## config.mk

```make
export PLATFORM = sky130hd
export DESIGN_NAME = sis_ctrl
export DESIGN_NICKNAME = d
export VERILOG_FILES = /design/src/sis_pkg.sv /design/src/sis_ctrl.sv
export SDC_FILE = /design/constraint.sdc
export NUM_CORES = 1
export LEC_CHECK = 0
export ABC_AREA = 1
export CAP_MARGIN = 20
export CORE_AREA = 2 2 39 41
export CTS_CLUSTER_DIAMETER = 40
export DETAILED_ROUTE_END_ITERATION = 8
export DIE_AREA = 0 0 41 43
export DONT_BUFFER_PORTS = 1
export PLACE_DENSITY_LB_ADDON = 0.1
export REMOVE_ABC_BUFFERS = 1
export SLEW_MARGIN = 15
export SYNTH_ARGS = -nofsm -noshare
export SYNTH_HDL_FRONTEND = slang
export SYNTH_SLANG_ARGS = --single-unit
```

## constraint.sdc

```tcl
create_clock -name clk -period 2.26 [get_ports clk]
set_clock_uncertainty 0.15 [all_clocks]
set_input_delay 0.226 -clock clk [delete_from_list [all_inputs] [get_ports clk]]
set_output_delay 0.226 -clock clk [all_outputs]
set_load 0.005 [all_outputs]
```

## src/sis_pkg.sv

```systemverilog
// ----------------------------------------------------------------------------
// Sorted insert position search package
// Shared constants, operation codes and controller/datapath interface types.
// ----------------------------------------------------------------------------
package sis_pkg;

  localparam int DEPTH_DEFAULT = 1024;
  localparam int DATA_W        = 32;
  localparam int POS_W         = 11;

  localparam logic [1:0] OP_CLEAR  = 2'd0;
  localparam logic [1:0] OP_APPEND = 2'd1;
  localparam logic [1:0] OP_QUERY  = 2'd2;

  typedef struct packed {
    logic do_clear;
    logic do_append;
    logic start;
    logic step;
    logic load_out;
  } cmd_t;

  typedef struct packed {
    logic done;
  } status_t;

endpackage

```

## src/sis_ctrl.sv

```systemverilog
// ----------------------------------------------------------------------------
// Sorted insert position search controller
// Sequences request acceptance, search probes and loading of the result.
// ----------------------------------------------------------------------------
module sis_ctrl (
  input  logic             clk,
  input  logic             rst,
  input  logic             in_valid,
  output logic             in_stall,
  input  logic [1:0]       operation,
  output logic             out_valid,
  input  logic             out_stall,
  input  sis_pkg::status_t sts,
  output sis_pkg::cmd_t    cmd
);

  typedef enum logic {
    S_IDLE,
    S_SEARCH
  } state_t;

  state_t state;

  assign in_stall = (state != S_IDLE);

  always_comb begin
    cmd = '0;
    case (state)
      S_IDLE: begin
        if (in_valid) begin
          case (operation)
            sis_pkg::OP_CLEAR:  cmd.do_clear  = 1'b1;
            sis_pkg::OP_APPEND: cmd.do_append = 1'b1;
            sis_pkg::OP_QUERY:  cmd.start     = 1'b1;
            default: ;
          endcase
        end
      end
      S_SEARCH: begin
        if (!sts.done) begin
          cmd.step = 1'b1;
        end else if (!out_valid || !out_stall) begin
          cmd.load_out = 1'b1;
        end
      end
      default: ;
    endcase
  end

  always_ff @(posedge clk) begin
    if (rst) begin
      state     <= S_IDLE;
      out_valid <= 1'b0;
    end else begin
      case (state)
        S_IDLE: begin
          if (cmd.start) state <= S_SEARCH;
        end
        S_SEARCH: begin
          if (cmd.load_out) state <= S_IDLE;
        end
        default: state <= S_IDLE;
      endcase
      if (cmd.load_out) begin
        out_valid <= 1'b1;
      end else if (!out_stall) begin
        out_valid <= 1'b0;
      end
    end
  end

endmodule

```

# ---- Word-level counts from Yosys, hierarchy flattened
# Index checks and enable logic that the tools add are counted.
dict set report word_totals {
  ff_bits 2
  mem_count 0
  latchBits 0
  word_cells 24
  rom_bits 0
  out_inout_bits 7
  ram_bits 0
}
dict set report classes {
  shift 0
  addsub 0
  n_reduce_logical 4
  n_eq_ne 3
  mul 0
  order_cmp 0
  n_bitwise 1
  n_mux 14
  div_mod_pow 0
}
# operator n
set ops {}
lappend ops {{two-way mux 1 bit} 10}
lappend ops {{two-way mux 3 bit} 2}
lappend ops {{equality test 2 x 1 -> 1 bit (second input constant)} 1}
lappend ops {{equality test 2 bit (second input constant)} 1}
lappend ops {{logical NOT 1 bit} 2}
lappend ops {{logical NOT 2 bit} 1}
lappend ops {{two-way mux 2 bit} 1}
lappend ops {{!= test 2 x 1 -> 1 bit (second input constant)} 1}
lappend ops {{case mux 1 bit (2 select lines)} 1}
lappend ops {{logical OR 1 bit} 1}
lappend ops {{NOT 1 bit} 1}

# ---- Depth between registers and ports, before layout
# Gate-level depths: netlist of run 1.
dict set report depth {
  ltp_word 7
  ltp_mapped 4
}

# ---- Least setup slack after synthesis of run 1
# No wires, ideal clock.
dict set report synth_path {
  path_kind {flip-flop to output port}
  start {register state (netlist: in_stall)}
  end {output port cmd[3] (netlist bit)}
  path_slack_ns 1.259
  required_ns 1.884
  stages_incl_launch_ff 4
  arrival_ns 0.625
  path_cell_list {dfxtp_1 -> inv_2 -> nand2_1 -> nor3_1}
}
# element line
set synth_lines {}
lappend synth_lines {{start, declared} sis_ctrl.sv:22} ;# state_t state;
lappend synth_lines {{start signal, assigned} sis_ctrl.sv:52} ;# state <= S_IDLE;
lappend synth_lines {{start signal, assigned} sis_ctrl.sv:57} ;# if (cmd.start) state <= S_SEARCH;
lappend synth_lines {{start signal, assigned} sis_ctrl.sv:60} ;# if (cmd.load_out) state <= S_IDLE;
lappend synth_lines {{end, declared} sis_ctrl.sv:14} ;# output sis_pkg::cmd_t cmd

==> results_dict.tcl, run 1 <==
set metrics [dict create \
    die_h_um 43 \
    setup.worst_path.start "in_stall$_SDFF_PP0_" \
    dieArea_um2 1760 \
    grt_pass1_vias 129 \
    max-cap-violations 0 \
    synth_area_leader_cell "dfxtp_1" \
    finalMaxSlewViolations 0 \
    clock_sinks 2 \
    swShare_pct 20.7 \
    setup_viol_count_final 0 \
    seqPwrFrac_pct 30.0 \
    die_w_um 41 \
    netlist_area_um2 125 \
    core_um2 1380 \
    r2r_start "in_stall$_SDFF_PP0_" \
    place_hpwl_um 265 \
    min_path_type "primary input to flip-flop" \
    layout-drive-gt1-share_pct 25.0 \
    r2r_slack_ns 1.36 \
    rsz0062_at_grt "no" \
    cts_resized 0 \
    diodes 0 \
    hold_violations 0 \
    ys_async_sr_fraction_pct 0 \
    io_pins 14 \
    tightest_slew_ns 0.218 \
    placed_cell_area_um2 145 \
    rows 14 \
    synthCells 20 \
    synthTopCellsByCount "inv_1 (5), nand2_1 (5), dfxtp_1 (2), nor2_1 (2), nor3_1 (2)" \
    cts_buffers 3 \
    yosys_warnings 0 \
    design_area_um2 178 \
    synth_edf_count 0 \
    p_per_area_nw_per_um2 707 \
    worstPathArrival_ns 0.91 \
    drt-vias-per-instance 3.45 \
    firstDrtPassIters 1 \
    pwr-share-clk_pct 61.6 \
    switchingPower_uw 26.0 \
    syn_to_final_growth_pct 42.0 \
    p_leak_nw 0.0959 \
    routed-wl-met2_um 133 \
    numPortBuffers 0 \
    setup.worst_path.end_class "primary output" \
    grt_pass1_wl_um 379 \
    antenna_found_initial 0 \
    vias 138 \
    cts-root-buf "clkbuf_4" \
    wl_met1_um 133 \
    peakVddDrop_mv 0.0661 \
    wl_um 314 \
    worstSetupPathType "flip-flop to primary output" \
    groute.usage.overall_pct 4.10 \
    power_frac_comb_pct 8.5 \
    h-tree-depth 1 \
    rr_endpoint "out_valid$_SDFFE_PP0P_" \
    top_layer "met3" \
    intPower_uw 99.5 \
    path_max_fanout 5 \
    drt_iter0_drc 0 \
    ys.flop_type "dfxtp_1" \
    worstSetupEndpoint "cmd[4]" \
    setup_tns_ns 0 \
    slew_headroom_pct 85.4 \
    ant_nets 0 \
    rr_worst_depth 4 \
    cts_tree "yes" \
    synthDominantCellAreaShare_pct 32.0 \
    syn_area_per_cell_um2 6.26 \
    clk_latency_ns 0.22 \
    synth_cell_types 9 \
    path_clk_slew_ns 0.03 \
    globalplace.congestion 0.527 \
    wire_per_inst_um 7.85 \
    initial_core_util_pct 9.04 \
    clock.fmax_mhz 780 \
    grt-ovfl-total 0 \
    cp-start-kind "flip-flop" \
    synth_area_leaders "dfxtp_1 (32%), inv_1 (15%), nand2_1 (15%)" \
    met3_length_um 48 \
    drc 0 \
    min_period_ns 1.28 \
    layout.nets 33 \
    required_ns 1.88 \
    cts_buffer_depth 2 \
    grt_max_degree 6 \
    ys_seq_elements 2 \
    fill_cells 159 \
    outcome "finished, final reports clean" \
    synth_seq_area_share_pct 32.0 \
    fin_crit_sh_pct 56.7 \
]
-- cells by family after synthesis --
group	after synthesis	share of synthesized area, %
AO/OA/AOI/OAI	2	11.0
buffers and inverters	6	18.0
flip-flops	2	32.0
AND/OR/NAND/NOR	10	39.0
-- registers in the layout, summed over array words and instances (netlist names) --
name       cells
out_valid      1
in_stall       1
-- area by class of cell --
class | count | area, um^2 | area share (%)
timing repair buffer | 1 | 10.0 | 5.63
multi-input combinational | 12 | 62.6 | 35.2
tap | 16 | 20.0 | 11.3
clock buffer | 3 | 22.5 | 12.7
inverter | 6 | 22.5 | 12.7
sequential | 2 | 40.0 | 22.5
-- worst max-delay path, stage by stage, from the launching register on --
cell and delay (ns):
dfxtp_1 0.33, inv_2 0.10, nand2_1 0.07, nor3_1 0.19
-- layout by cell type, fill, tap and decap left out, drive strengths merged --
master / n
a21oi: 1
clkbuf: 3
dfxtp: 2
dlygate4sd3: 1
inv: 6
nand2: 5
nand4: 1
nor2: 2
nor3: 2
o21ai: 1
-- routing by layer --
layer,GRT usage [%],vias to the layer above
met5,0,-
met4,8.00,0
met3,1.57,0
met2,5.31,13
met1,2.87,57
li1,-,68
-- worst min path at each step --
stage | start | slack, ns | endpoint | cells past startpoint
after floorplan | rst | 0.14 | in_stall$_SDFF_PP0_ | 1
final | operation[1] | 0.04 | in_stall$_SDFF_PP0_ | 2
after CTS | operation[1] | 0.04 | in_stall$_SDFF_PP0_ | 2
after global routing | operation[1] | 0.05 | in_stall$_SDFF_PP0_ | 2
after detailed placement | rst | 0.14 | in_stall$_SDFF_PP0_ | 1
after global placement | rst | 0.14 | in_stall$_SDFF_PP0_ | 1
-- per-stage QoR --
step	worst slack [ns]	instances	utilization, %	hold slack [ns]	total power, mW
6_report	0.978	40	12.8	0.0430	0.126
5_1_grt	0.868	40	12.8	0.0459	0.138
4_1_cts	0.945	40	12.8	0.0427	0.131
3_5_place_dp	1.18	36	10.5	0.142	0.0473
3_3_place_gp	1.18	36	10.5	0.141	0.0471
2_1_floorplan	1.26	20	-	0.138	0.0457
-- power groups by stage --
stage | logic [mW] | registers (mW) | clock network [mW]
floorplan | 0.00776 | 0.0379 | 0
global placement | 0.00897 | 0.0381 | 0
detailed placement | 0.00915 | 0.0381 | 0
CTS | 0.0110 | 0.0377 | 0.0820
global route | 0.0125 | 0.0378 | 0.0878
finish | 0.0106 | 0.0376 | 0.0773
-- timing repair --
item / 4_1_cts / 5_1_grt
endpoints found under the hold margin: 2 / 0
hold buffers: 1 / 0
buffers inserted: 0 / 0
No activity file was read; power rests on OpenSTA's default activity.
==> run 2, diff against run 1 <==
==> constraint.sdc (replaced) <==
create_clock -name clk -period 1.2 [get_ports clk]
set_clock_uncertainty 0.15 [all_clocks]
set_input_delay 0.12 -clock clk [delete_from_list [all_inputs] [get_ports clk]]
set_output_delay 0.12 -clock clk [all_outputs]
set_load 0.005 [all_outputs]
==> run 2 against run 1 <==
The run now ends with negative hold slack left; die area unchanged; global-route usage increased by 0.40 points; critical path type is now primary input to primary output; register-to-register slack lost 1.1 ns; cell count increased by 10%; combinational power grew to 3.5 times the previous value; non-clock buffer count grew 4; total power increased by 100%; critical path depth unchanged.
==> results_dict.tcl, run 2 (synthesized netlist as in run 1, its figures left out) <==
set metrics [dict create \
    placed_cell_area_um2 145 \
    cts_tree "yes" \
    fin_crit_sh_pct 96.7 \
    ant_nets 0 \
    total_power_uw 253 \
    slew_headroom_pct 89.9 \
    cts_buffer_depth 2 \
    place_ws_ns 0.229 \
    path_clk_slew_ns 0.03 \
    max-cap-violations 0 \
    intPower_uw 198 \
    pwr-share-clk_pct 57.5 \
    groute.usage.overall_pct 4.50 \
    seqPwrFrac_pct 27.8 \
    drt_iter0_drc 0 \
    antenna_found_initial 0 \
    whs_ns -0.0138 \
    setup_ws_ns 0.0393 \
    cts_buffers 3 \
    finalMaxSlewViolations 0 \
    numPortBuffers 0 \
    rows 14 \
    h-tree-depth 1 \
    layout-drive-gt1-share_pct 42.9 \
    syn_to_final_growth_pct 100 \
    die_h_um 43 \
    grt_pass1_vias 152 \
    firstDrtPassIters 1 \
    layout.nets 37 \
    setup_viol_count_final 0 \
    swShare_pct 21.9 \
    diodes 0 \
    cp-start-kind "primary input" \
    tightest_slew_ns 0.150 \
    path_max_fanout 3 \
    wl_um 363 \
    worstPathArrival_ns 0.89 \
    design_area_um2 250 \
    wire_per_inst_um 8.25 \
    required_ns 0.93 \
    die_w_um 41 \
    hold_violations 2 \
    p_leak_nw 0.121 \
    clock.fmax_mhz 862 \
    fill_cells 149 \
    min_period_ns 1.16 \
    peakVddDrop_mv 0.138 \
    grt-ovfl-total 0 \
    grt_pass1_wl_um 434 \
    power_frac_comb_pct 14.7 \
    cts-root-buf "clkbuf_4" \
    final_common_cell "inv_1" \
    place_hpwl_um 265 \
    final_cells 44 \
    dieArea_um2 1760 \
    outcome "finished, violations left" \
    p_per_area_nw_per_um2 1010 \
    switchingPower_uw 55.5 \
    io_pins 14 \
    cts-hold-fix-buffers 4 \
    core_um2 1380 \
    dp_cells 36 \
    initial_core_util_pct 9.04 \
    most-common-layout-cells "inv_1 (5), nand2_1 (4), dlygate4sd3_1 (4), clkbuf_4 (3)" \
    setup.worst_path.end_class "primary output" \
    worstSetupPathType "primary input to primary output" \
    grt_max_degree 6 \
    min_path_type "primary input to flip-flop" \
    rsz0062_at_grt "yes" \
    globalplace.congestion 0.527 \
    drt-vias-per-instance 3.55 \
    clock_sinks 2 \
    clk_latency_ns 0.22 \
    violations "negative hold slack" \
    vias 156 \
    drc 0 \
]
-- run 2: timing repair --
| action | in CTS | in global routing |
|---|---|---|
| resized for setup | 0 | 10 |
| hold endpoints to repair | 2 | 1 |
| pin swaps | 0 | 1 |
| setup endpoints to repair | 1 | 4 |
| buffers inserted | 0 | 1 |
| cloned | 0 | 0 |
-- run 2: metrics by stage --
step	util (%)	TNS [ns]
after floorplan	-	0
after global placement	10.5	0
after detailed placement	10.5	0
after CTS	15.0	-0.00861
after global routing	18.1	-0.00796
final	18.1	0
-- run 2: layout make-up --
cell class / instances / area (um^2) / area share [%]
tap: 16 / 20.0 / 8.00
sequential: 2 / 43.8 / 17.5
clock buffer: 3 / 22.5 / 9.00
timing repair buffer: 5 / 47.5 / 19.0
multi-input combinational: 12 / 88.8 / 35.5
inverter: 6 / 27.5 / 11.0
-- run 2: power by group through the flow --
stage / clock network (mW) / registers, mW / logic, mW
finish: 0.146 / 0.0704 / 0.0373
floorplan: 0 / 0.0714 / 0.0146
detailed placement: 0 / 0.0718 / 0.0172
global placement: 0 / 0.0718 / 0.0169
CTS: 0.154 / 0.0709 / 0.0293
global route: 0.165 / 0.0708 / 0.0417
-- run 2: worst max-delay path, stage by stage --
cell and delay [ns]:
dlygate4sd3_1 0.55, nand4_2 0.13, inv_1 0.09
-- run 2: worst paths after layout --
path | cells after the start | endpoint | slack (ns) | start
worst max register to register | 4 | in_stall$_SDFF_PP0_ | 0.28 | out_valid$_SDFFE_PP0P_
worst max-delay path | 3 | cmd[2] | 0.04 | operation[1]
worst min register to register | 2 | in_stall$_SDFF_PP0_ | 0.38 | in_stall$_SDFF_PP0_
worst min-delay path | 3 | in_stall$_SDFF_PP0_ | -0.01 | operation[0]
-- run 2: per-layer routing --
metal	track usage (%)	vias to the layer above	routed length (um)
met5	0	-	0
met1	2.87	66	149
li1	-	77	-
met2	6.56	13	161
met4	8.00	0	0
met3	1.57	0	52
